==> config.mk <==
export PLATFORM = sky130hd
export DESIGN_NAME = fifo_queue_with_search
export DESIGN_NICKNAME = d
export VERILOG_FILES = /design/src/rtl/fqs_pkg.sv /design/src/rtl/fqs_ctrl.sv /design/src/rtl/fqs_dp.sv /design/src/rtl/fifo_queue_with_search.sv
export SDC_FILE = /design/constraint.sdc
export NUM_CORES = 2
export LEC_CHECK = 0
export BUFFER_PORTS_ARGS = -buffer_cell sky130_fd_sc_hd__buf_2
export CAP_MARGIN = 20
export CORE_MARGIN = 1.5
export CORE_UTILIZATION = 45
export CTS_CLUSTER_SIZE = 30
export DETAILED_ROUTE_END_ITERATION = 10
export GPL_TIMING_DRIVEN = 0
export HOLD_SLACK_MARGIN = 0.02
export SLEW_MARGIN = 5
export SYNTH_ARGS = -nofsm -noshare
export SYNTH_HDL_FRONTEND = slang
export SYNTH_SLANG_ARGS = --single-unit
==> constraint.sdc <==
create_clock -name clk -period 6.4 [get_ports clk]
set_input_delay 0.32 -clock clk [delete_from_list [all_inputs] [get_ports clk]]
set_output_delay 0.32 -clock clk [all_outputs]
set_load 0.005 [all_outputs]
==> src/rtl/fqs_pkg.sv <==
// Shared constants, codes and control structs of the search queue.
// Used by the controller, the datapath, the top level and the checker.
`timescale 1ns / 1ps

package fqs_pkg;

    // Default queue capacity.
    localparam int DEPTH_DEF = 64;

    // Field widths of one item and one result.
    localparam int FUNC_W    = 2;
    localparam int VALUE_W   = 32;
    localparam int STATUS_W  = 2;
    localparam int POS_W     = 6;
    localparam int COUNT_W   = 7;
    localparam int S_TDATA_W = 32;
    localparam int S_TUSER_W = 2;
    localparam int M_TDATA_W = 16;
    localparam int M_TUSER_W = 2;

    // Operation codes.
    localparam logic [FUNC_W-1:0] FUNC_INSERT = 2'd0;
    localparam logic [FUNC_W-1:0] FUNC_REMOVE = 2'd1;
    localparam logic [FUNC_W-1:0] FUNC_LOCATE = 2'd2;

    // Result status codes.
    localparam logic [STATUS_W-1:0] STAT_DONE     = 2'd0;
    localparam logic [STATUS_W-1:0] STAT_FULL     = 2'd1;
    localparam logic [STATUS_W-1:0] STAT_EMPTY    = 2'd2;
    localparam logic [STATUS_W-1:0] STAT_NOTFOUND = 2'd3;

    // Commands from the controller to the datapath.
    typedef struct packed {
        logic start;   // accept an item and apply insert or remove
        logic issue;   // read the next held entry for the search
        logic load;    // move the finished result into the output register
    } cmd_t;

    // Status from the datapath to the controller.
    typedef struct packed {
        logic scan_needed;  // incoming item is a locate on a non-empty queue
        logic last_issue;   // the entry read now is the last held one
    } sts_t;

endpackage

==> src/rtl/fqs_ctrl.sv <==
// Controller state machine of the search queue.
// Depends on fqs_pkg for the command and status structs.
`timescale 1ns / 1ps

module fqs_ctrl
(
    input  logic          clk,
    input  logic          rst_n,
    input  logic          s_tvalid,
    output logic          s_tready,
    output logic          m_tvalid,
    input  logic          m_tready,
    output fqs_pkg::cmd_t cmd,
    input  fqs_pkg::sts_t sts
);

    typedef enum logic [1:0] {
        ST_IDLE,
        ST_SCAN,
        ST_DRAIN,
        ST_DONE
    } state_t;

    state_t state_reg;
    state_t state_next;
    logic   out_valid_reg;
    logic   out_valid_next;

    // Commands decoded from the current state and the handshakes.
    always_comb
    begin
        cmd.start = (state_reg == ST_IDLE) && s_tvalid;
        cmd.issue = (state_reg == ST_SCAN);
        cmd.load  = (state_reg == ST_DONE) && (!out_valid_reg || m_tready);
    end

    assign s_tready = (state_reg == ST_IDLE);
    assign m_tvalid = out_valid_reg;

    // Next state: a locate on a non-empty queue walks the entries, everything else goes straight to the result.
    always_comb
    begin
        state_next = state_reg;
        unique case (state_reg)
            ST_IDLE:
            begin
                if (cmd.start)
                begin
                    state_next = sts.scan_needed ? ST_SCAN : ST_DONE;
                end
            end
            ST_SCAN:
            begin
                if (sts.last_issue)
                begin
                    state_next = ST_DRAIN;
                end
            end
            ST_DRAIN:
            begin
                state_next = ST_DONE;
            end
            ST_DONE:
            begin
                if (cmd.load)
                begin
                    state_next = ST_IDLE;
                end
            end
            default:
            begin
                state_next = ST_IDLE;
            end
        endcase
    end

    // The output register fills on load and drains when the item is taken.
    always_comb
    begin
        if (cmd.load)
        begin
            out_valid_next = 1'b1;
        end
        else if (m_tready)
        begin
            out_valid_next = 1'b0;
        end
        else
        begin
            out_valid_next = out_valid_reg;
        end
    end

    // State and registered outputs.
    always_ff @(posedge clk or negedge rst_n)
    begin
        if (!rst_n)
        begin
            state_reg     <= ST_IDLE;
            out_valid_reg <= 1'b0;
        end
        else
        begin
            state_reg     <= state_next;
            out_valid_reg <= out_valid_next;
        end
    end

endmodule

==> src/rtl/fqs_dp.sv <==
// Datapath of the search queue: entry memory, pointers, scan and result.
// Depends on fqs_pkg for widths, codes and the command and status structs.
`timescale 1ns / 1ps

module fqs_dp
#(
    parameter int DEPTH = fqs_pkg::DEPTH_DEF
)
(
    input  logic                            clk,
    input  logic                            rst_n,
    input  logic [fqs_pkg::S_TDATA_W-1:0]   s_tdata,
    input  logic [fqs_pkg::S_TUSER_W-1:0]   s_tuser,
    output logic [fqs_pkg::M_TDATA_W-1:0]   m_tdata,
    output logic [fqs_pkg::M_TUSER_W-1:0]   m_tuser,
    input  fqs_pkg::cmd_t                   cmd,
    output fqs_pkg::sts_t                   sts
);

    localparam int PTR_W = (DEPTH > 1) ? $clog2(DEPTH) : 1;
    localparam int CNT_W = $clog2(DEPTH + 1);
    localparam logic [CNT_W:0]   DEPTH_S  = (CNT_W + 1)'(DEPTH);
    localparam logic [PTR_W-1:0] LAST_PTR = PTR_W'(DEPTH - 1);

    logic [fqs_pkg::VALUE_W-1:0] mem [DEPTH];

    logic [PTR_W-1:0]               front_reg;
    logic [CNT_W-1:0]               count_reg;
    logic [fqs_pkg::VALUE_W-1:0]    key_reg;
    logic                           search_reg;
    logic [fqs_pkg::STATUS_W-1:0]   status_reg;
    logic [PTR_W-1:0]               idx_reg;
    logic [PTR_W-1:0]               rd_ptr_reg;
    logic [fqs_pkg::VALUE_W-1:0]    rd_data_reg;
    logic [PTR_W-1:0]               cmp_pos_reg;
    logic                           cmp_vld_reg;
    logic                           found_reg;
    logic [PTR_W-1:0]               found_pos_reg;
    logic [fqs_pkg::M_TDATA_W-1:0]  m_tdata_reg;
    logic [fqs_pkg::M_TUSER_W-1:0]  m_tuser_reg;
    logic [fqs_pkg::M_TDATA_W-1:0]  m_tdata_next;
    logic [fqs_pkg::M_TUSER_W-1:0]  m_tuser_next;

    logic [fqs_pkg::FUNC_W-1:0]  func;
    logic [fqs_pkg::VALUE_W-1:0] value;
    logic                        is_empty;
    logic                        is_full;
    logic [CNT_W:0]              tail_sum;
    logic [PTR_W-1:0]            tail;
    logic                        wr_en;
    logic                        pop;
    logic [31:0]                 pos_ext;
    logic [31:0]                 cnt_ext;

    assign func  = s_tuser[fqs_pkg::FUNC_W-1:0];
    assign value = s_tdata[fqs_pkg::VALUE_W-1:0];

    assign is_empty = (count_reg == '0);
    assign is_full  = (count_reg == CNT_W'(DEPTH));

    // Tail slot: front plus count, wrapped once at the capacity.
    assign tail_sum = (CNT_W + 1)'(front_reg) + (CNT_W + 1)'(count_reg);
    assign tail     = (tail_sum >= DEPTH_S) ? PTR_W'(tail_sum - DEPTH_S) : PTR_W'(tail_sum);

    assign wr_en = cmd.start && (func == fqs_pkg::FUNC_INSERT) && !is_full;
    assign pop   = cmd.start && (func == fqs_pkg::FUNC_REMOVE) && !is_empty;

    // Status toward the controller.
    always_comb
    begin
        sts.scan_needed = (func == fqs_pkg::FUNC_LOCATE) && !is_empty;
        sts.last_issue  = (CNT_W'(idx_reg) == count_reg - CNT_W'(1));
    end

    // Entry memory: one write port for inserts, one registered read port for the scan.
    always_ff @(posedge clk)
    begin
        if (wr_en)
        begin
            mem[tail] <= value;
        end
        if (cmd.issue)
        begin
            rd_data_reg <= mem[rd_ptr_reg];
        end
    end

    // Queue pointers and the held-entry count.
    always_ff @(posedge clk or negedge rst_n)
    begin
        if (!rst_n)
        begin
            front_reg <= '0;
            count_reg <= '0;
        end
        else if (wr_en)
        begin
            count_reg <= count_reg + CNT_W'(1);
        end
        else if (pop)
        begin
            front_reg <= (front_reg == LAST_PTR) ? '0 : front_reg + PTR_W'(1);
            count_reg <= count_reg - CNT_W'(1);
        end
    end

    // Item capture and the immediate status of insert and remove.
    always_ff @(posedge clk)
    begin
        if (cmd.start)
        begin
            key_reg    <= value;
            search_reg <= (func == fqs_pkg::FUNC_LOCATE);
            if ((func == fqs_pkg::FUNC_INSERT) && is_full)
            begin
                status_reg <= fqs_pkg::STAT_FULL;
            end
            else if ((func == fqs_pkg::FUNC_REMOVE) && is_empty)
            begin
                status_reg <= fqs_pkg::STAT_EMPTY;
            end
            else
            begin
                status_reg <= fqs_pkg::STAT_DONE;
            end
        end
    end

    // Scan address walk: one entry read per cycle from the front onward.
    always_ff @(posedge clk)
    begin
        if (cmd.start)
        begin
            idx_reg    <= '0;
            rd_ptr_reg <= front_reg;
        end
        else if (cmd.issue)
        begin
            idx_reg    <= idx_reg + PTR_W'(1);
            rd_ptr_reg <= (rd_ptr_reg == LAST_PTR) ? '0 : rd_ptr_reg + PTR_W'(1);
        end
    end

    // Compare stage in the cycle after the read; a later match replaces an earlier one.
    always_ff @(posedge clk or negedge rst_n)
    begin
        if (!rst_n)
        begin
            cmp_vld_reg <= 1'b0;
            found_reg   <= 1'b0;
        end
        else
        begin
            cmp_vld_reg <= cmd.issue;
            if (cmd.start)
            begin
                found_reg <= 1'b0;
            end
            else if (cmp_vld_reg && (rd_data_reg == key_reg))
            begin
                found_reg <= 1'b1;
            end
        end
    end

    always_ff @(posedge clk)
    begin
        if (cmd.issue)
        begin
            cmp_pos_reg <= idx_reg;
        end
        if (cmp_vld_reg && (rd_data_reg == key_reg))
        begin
            found_pos_reg <= cmp_pos_reg;
        end
    end

    // Result assembly from the count after the operation.
    assign pos_ext = 32'(found_pos_reg);
    assign cnt_ext = 32'(count_reg);

    always_comb
    begin
        m_tdata_next = {1'b0, is_full, is_empty, cnt_ext[fqs_pkg::COUNT_W-1:0],
                        found_reg ? pos_ext[fqs_pkg::POS_W-1:0] : fqs_pkg::POS_W'(0)};
        if (search_reg)
        begin
            m_tuser_next = found_reg ? fqs_pkg::STAT_DONE : fqs_pkg::STAT_NOTFOUND;
        end
        else
        begin
            m_tuser_next = status_reg;
        end
    end

    // Output register.
    always_ff @(posedge clk)
    begin
        if (cmd.load)
        begin
            m_tdata_reg <= m_tdata_next;
            m_tuser_reg <= m_tuser_next;
        end
    end

    assign m_tdata = m_tdata_reg;
    assign m_tuser = m_tuser_reg;

endmodule

==> src/rtl/fifo_queue_with_search.sv <==
// Search queue: a bounded FIFO of signed 32-bit values with insert, remove
// and locate. Insert, remove and any unused operation code answer without a
// scan, and the next item can be taken in the same cycle that the answer
// appears. A locate reads the held entries one per cycle through the single
// read port of the entry memory, and the next item can be taken in the same
// cycle that its answer appears. A finished result waits in the output
// register while the next item is taken. Reset needs no clearing pass: only
// entries that an insert wrote are ever read.
//
// Top level: ties the controller to the datapath. Depends on fqs_pkg,
// fqs_ctrl and fqs_dp.
`timescale 1ns / 1ps

module fifo_queue_with_search
#(
    parameter int DEPTH = fqs_pkg::DEPTH_DEF
)
(
    input  logic                            clk,
    input  logic                            rst_n,
    input  logic                            s_tvalid,
    output logic                            s_tready,
    input  logic [fqs_pkg::S_TDATA_W-1:0]   s_tdata,   // [31:0] value
    input  logic [fqs_pkg::S_TUSER_W-1:0]   s_tuser,   // [1:0] func
    output logic                            m_tvalid,
    input  logic                            m_tready,
    output logic [fqs_pkg::M_TDATA_W-1:0]   m_tdata,   // [5:0] position, [12:6] entry_count,
                                                       // [13] is_empty, [14] is_full, [15] zero
    output logic [fqs_pkg::M_TUSER_W-1:0]   m_tuser    // [1:0] status
);

    fqs_pkg::cmd_t cmd;
    fqs_pkg::sts_t sts;

    // Sequencer for one item at a time.
    fqs_ctrl u_ctrl
    (
        .clk      (clk),
        .rst_n    (rst_n),
        .s_tvalid (s_tvalid),
        .s_tready (s_tready),
        .m_tvalid (m_tvalid),
        .m_tready (m_tready),
        .cmd      (cmd),
        .sts      (sts)
    );

    // Memory, pointers, scan compare and output register.
    fqs_dp #(
        .DEPTH (DEPTH)
    ) u_dp
    (
        .clk     (clk),
        .rst_n   (rst_n),
        .s_tdata (s_tdata),
        .s_tuser (s_tuser),
        .m_tdata (m_tdata),
        .m_tuser (m_tuser),
        .cmd     (cmd),
        .sts     (sts)
    );

endmodule

[After elaboration in Yosys (flattened, before gate mapping)]
Memories as Yosys holds them, arrays and structs flattened. A register that Yosys moved wholly into a read port is not among the register bits.
Index checks and enable logic that the tools add are counted.
Operators by class
  add/sub/neg operators: 7
  order comparisons: 1
  equality and inequality tests: 13
  muxes and demuxes: 21
  bitwise operators: 1
  reductions and logical operators: 23
Operator list (count)
  32-bit == test: 1
  6-bit 2-to-1 mux: 5
  6-bit by 1-bit adder with 6-bit output (second input constant): 3
  2-bit 2-to-1 mux: 7
  7-bit 2-to-1 mux: 2
  6-bit == test (second input constant): 2
  1-bit logical AND: 10
  6-bit by 7-bit adder with 8-bit output: 1
  8-bit by 7-bit >= comparator with 1-bit output (second input constant): 1
  2-bit one-hot mux with 4 select lines: 1
  2-bit nonzero test: 4
  7-bit by 1-bit adder with 7-bit output (second input constant): 1
  6-bit by 7-bit == test with 1-bit output: 1
  7-bit == test (second input constant): 1
  7-bit logical NOT: 1
  7-bit by 1-bit subtractor with 7-bit output (second input constant): 1
  2-bit == test (second input constant): 3
  1-bit 2-to-1 mux: 6
  6-bit by 1-bit subtractor with 6-bit output (second input constant): 1
  2-bit by 1-bit == test with 1-bit output (second input constant): 2
  2-bit logical NOT: 2
  2-bit inequality test (second input constant): 2
  1-bit logical NOT: 3
  3-bit AND reduction: 1
  other kinds (4): 4
Storage, ports and cells
  register bits after elaboration: 94
  memory bits (writable): 2048
  input bits: 38
  logic and storage cells: 83
  memories: 1
Memories
  u_dp.mem: words 64, bits a word 32, read ports 1, clocked after Yosys merged registers in 1, wr ports 1, line fqs_dp.sv:25  | logic [fqs_pkg::VALUE_W-1:0] mem [DEPTH];

[Longest topological paths before layout]
  depth after elaboration: 6
  gate-level depth with buffers: 9
  gate-level depth less buffers: 7

[Hierarchy]
Synthesis repeated with hierarchy kept, for this count alone.
Unflattened totals
  cell total of the unflattened synthesis: 3855
  area, all modules: 83820.4 um^2
Modules (own cells, without submodules)
  fqs_dp: times used 1, cells each 3832, area an instance 83576.4 um^2, seq. area each 65057.4 um^2
  fqs_ctrl: times used 1, cells each 23, area an instance 244.0 um^2, seq. area each 75.1 um^2

[Worst setup path after synthesis]
OpenSTA, ideal clock, no wires.
  path kind: register to register
  start: register u_dp.front_reg[0]
  end: memory u_dp.mem[32][0] in the netlist's numbering, enable pin
  library setup time: 0.461 ns
  arrival: 4.296 ns
  slack: 1.643 ns
  cell stages (with the launch flop): 9
  cells stage by stage: dfrtp_1 -> ha_1 -> fa_1 -> a21o_1 -> a21oi_1 -> xor2_1 -> nand2_1 -> clkbuf_1 -> nor3_1
Between the ends
  cells in the longest elaborated chain, start to end: 3
  elaborated cells on any way between the ends: 4
  classes of those cells: add/sub (2); order compare (1); mux (1)
RTL lines
  start, declared: line fqs_dp.sv:27  | logic [PTR_W-1:0] front_reg;
  start signal, assigned: line fqs_dp.sv:102  | front_reg <= (front_reg == LAST_PTR) ? '0 : front_reg + PTR_W'(1);
  6-bit by 7-bit adder with 8-bit output *: line fqs_dp.sv:62  | assign tail_sum = (CNT_W + 1)'(front_reg) + (CNT_W + 1)'(count_reg);
  8-bit by 7-bit >= comparator with 1-bit output or 6-bit by 1-bit subtractor with 6-bit output (tied branches): line fqs_dp.sv:63  | assign tail = (tail_sum >= DEPTH_S) ? PTR_W'(tail_sum - DEPTH_S) : PTR_W'(tail_sum);
  6-bit 2-to-1 mux *: line fqs_dp.sv:63
  end, declared: line fqs_dp.sv:25
Every way passes the cells marked *; elsewhere a longest branch is shown, timed or not.

[Worst setup path in the final report]
  start: register u_ctrl.state_reg[0]
  end: memory u_dp.mem[26][14] in the netlist's numbering, enable pin
Between the ends
  cells in the longest elaborated chain, start to end: 6
RTL lines
  start, declared: line fqs_ctrl.sv:24  | state_t state_reg;
  start signal, assigned: line fqs_ctrl.sv:104  | state_reg <= state_next;
  2-bit logical NOT: line fqs_ctrl.sv:32  | cmd.start = (state_reg == ST_IDLE) && s_tvalid;
  1-bit logical AND: line fqs_ctrl.sv:32
  1-bit logical AND (2 in a row): line fqs_dp.sv:65  | assign wr_en = cmd.start && (func == fqs_pkg::FUNC_INSERT) && !is_full;
  1-bit 2-to-1 mux: line fqs_dp.sv:78  | if (wr_en)
  1-bit 2-to-1 mux (implied by the code): line fqs_dp.sv:80  | mem[tail] <= value;
Every way passes these cells.

==> flow_metrics.tcl <==
set metrics [dict create \
    fin_worst_skew_ns 0.05811 \
    start_util_pct 45.38 \
    drcViolationCount 0 \
    drive_above_1_share_pct 32.88 \
    fin_cells 6772 \
    grt_pass1_vias 40670 \
    finalCriticalPeriod_ns 4.655 \
    vias 40820 \
    synth_area_per_cell_um2 23.65 \
    drv_cap 0 \
    finalSetupViolCount 0 \
    p_per_area_nw_per_um2 426.5 \
    cts_root_buf "clkbuf_16" \
    die_area_um2 187600 \
    area_growth_pct 17.25 \
    whs_path_depth 1 \
    syn_area_um2 83260 \
    synth-adder-area-share_pct 0.2495 \
    die_w_um 433.1 \
    holdBufCountCts 27 \
    max-vdd-ir-drop_v 0.0002784 \
    wire_per_inst_um 33.40 \
    yosysWarningCount 0 \
    cts_tree "yes" \
    cp-start-kind "flip-flop" \
    yosysTopAreaCell "edfxtp_1" \
    n_fill_cell 14050 \
    synth.area.top_cells "edfxtp_1 (78%), mux4_2 (16%), mux2i_1 (0.64%), dfrtp_1 (0.54%), xor2_1 (0.44%)" \
    dp_hpwl_um 158100 \
    antenna_found_initial 11 \
    final_common_cell "edfxtp_1" \
    synth-edff-count 2150 \
    slowest_stage "nor3_2" \
    yosysSeqAreaShare_pct 78.23 \
    largest_register_ffs 2048 \
    finalHoldViolCount 0 \
    muxShareOfSynthArea_pct 16.81 \
    path_class "reg -> reg" \
    synth-simple-area-share_pct 1.285 \
    cts_max_level 4 \
    critical_path.most_common_cell "buf_4" \
    ys.flop_type "edfxtp_1" \
    crit_path_end_kind "flip-flop" \
    grt_overflow 0 \
    worstHoldStart "s_tdata[5]" \
    ys_types 60 \
    status "finished clean" \
    crit_chain "inv_1 > ha_1 > nand2_1 > a311oi_1 > buf_2 > nor2b_1 > nand3_1 > nor3_2 > buf_4 > buf_4" \
    synth_compound_area_share_pct 1.617 \
    ios 58 \
    crit_fanout 9 \
    cp.arrival_ns 5.19 \
    grt_usage_pct 24.39 \
    synth_top_area_share_pct 77.54 \
    cp.required_ns 6.93 \
    period_share_pct 72.73 \
    r2r_end "u_dp.mem[26][14]" \
    worstRegToRegCells 10 \
    clkSinkCount 2174 \
    hold_path.class "in -> reg" \
    num_rows 157 \
    ctsResizeCount 0 \
    cts.clk_slew.worst_paths_ns 0.06 \
    gp_congestion 0.9684 \
    p_leak_nw 31.05 \
    rrSetupSlack_ns 1.75 \
    ys_ff_latch 2174 \
    relSlewSlack_pct 20.87 \
    core_area_um2 183500 \
    drt-pass1-iter-count 6 \
    grt_first_pass_wirelength_um 316900 \
    clockBufferDepth 3 \
    final_cell_mix "edfxtp_1 (2150), mux4_2 (596), clkbuf_16 (218)" \
    dp.cells 6328 \
    cts_buffers 217 \
    synth_fp_nets 3574 \
    io_buffers 56 \
    reg2reg_from "u_ctrl.state_reg[0]" \
    critPathMaxStageDelay_ns 0.92 \
    synth_top_family_by_area "multiplexers" \
    synth_xor_area_share_pct 0.6101 \
    fmax_ghz 0.2148 \
    syn_inst 3520 \
    synthArstFlopShare_pct 0.8280 \
    slew_violations 0 \
    insertion_delay_ns 0.88 \
    drt-initial-drc-count 5035 \
    avgViaCountPerCell 6.027 \
    nNetsFinal 4180 \
    rsz0062_at_grt "false" \
    fp.dieH_um 433.1 \
    fin_tns_setup_ns 0 \
    drt-total-wl_um 226200 \
    grt_max_degree 66 \
    cp-startpoint "u_ctrl.state_reg[0]" \
    worstMarginPinSlew_ns 1.187 \
    min_to "u_dp.mem[41][5]" \
    postCtsSetupBuffers 0 \
    ant_nets 0 \
]
## worst max-delay path: cells and delay by family (launching register included)
family,cells,cell delay (ns)
buffers and inverters,4,0.97
AND/OR/NAND/NOR,4,2.12
AO/OA/AOI/OAI,1,0.48
flip-flops,1,0.41
adder cells (fa/ha/maj),1,0.32
## worst max path at each step
stage / depth (start not counted) / end / slack, ns
2_1_floorplan: 8 / u_dp.mem[32][0] / 1.64
3_3_place_gp: 7 / u_dp.mem[27][9] / -2.49
3_5_place_dp: 11 / u_dp.mem[25][16] / 1.41
4_1_cts: 11 / u_dp.mem[25][16] / 1.38
5_1_grt: 10 / u_dp.mem[22][18] / 1.53
6_report: 10 / u_dp.mem[26][14] / 1.75
## layer usage
layer | up-vias | GRT usage, % | wire, um
met5 | - | 0.5985 | 216
met4 | 10 | 7.788 | 7592
met3 | 367 | 5.308 | 19310
met2 | 2011 | 38.94 | 108600
met1 | 22050 | 33.64 | 90410
li1 | 16380 | - | -
## layout make-up
cell class	count	area (um2)	share of cell area, %
Sequential cell	2174	65130	66.72
Multi-Input combinational cell	1148	17460	17.88
Clock buffer	272	5688	5.827
Timing Repair Buffer	387	3899	3.994
Tap cell	2464	3083	3.158
Clock inverter	125	1354	1.387
Buffer	184	943.4	0.9664
Inverter	14	52.55	0.05383
Antenna cell	4	10.01	0.01025
## power breakdown
group / internal, mW / switching, mW / total, mW
clock: 7.06 / 5.50 / 12.6
sequential: 16.1 / 0.210 / 16.3
combinational: 4.90 / 7.83 / 12.7
## synthesized netlist by cell type, types with 3 or more instances
master	count
mux2_2	3
buf_1	22
and3_1	3
ha_1	15
o221ai_1	27
mux2i_1	53
a31oi_1	8
inv_1	13
buf_6	6
buf_4	41
nor3b_1	3
and2_1	10
o31ai_1	4
a311oi_1	3
dfxtp_1	6
a21oi_1	69
edfxtp_1	2150
nor2_1	18
nor2b_1	9
nand2_1	40
nand2b_1	9
mux4_2	596
xor2_1	42
nor4_1	9
clkbuf_1	74
a22oi_1	8
buf_2	41
a21o_1	4
nand4_1	11
xnor2_1	16
o21ai_0	13
o22ai_1	29
dfrtp_1	18
o21ai_1	29
nor3_1	72
nand3_1	14
## per-stage QoR
| stage | power, mW | hold slack (ns) | worst slack, ns | area [um2] | util (%) |
|---|---|---|---|---|---|
| after floorplan | 23.92 | 0.02441 | 1.643 | 83260 | - |
| final | 41.63 | 0.06855 | 1.745 | 97620 | 53.21 |
| after global placement | 29.01 | 0.3078 | -2.493 | 86620 | 47.21 |
| after CTS | 41.72 | 0.02162 | 1.379 | 97380 | 53.08 |
| after global routing | 42.78 | 0.07125 | 1.535 | 97610 | 53.20 |
| after detailed placement | 29.25 | 0.3081 | 1.410 | 90070 | 49.09 |
## logic make-up after synthesis
logic type / count (synthesis)
XOR/XNOR: 58
AO/OA/AOI/OAI: 213
multiplexers: 653
flip-flops: 2174
other: 1
AND/OR/NAND/NOR: 207
adder cells (fa/ha/maj): 16
buffers and inverters: 198
(Power assumes the default switching activity.)
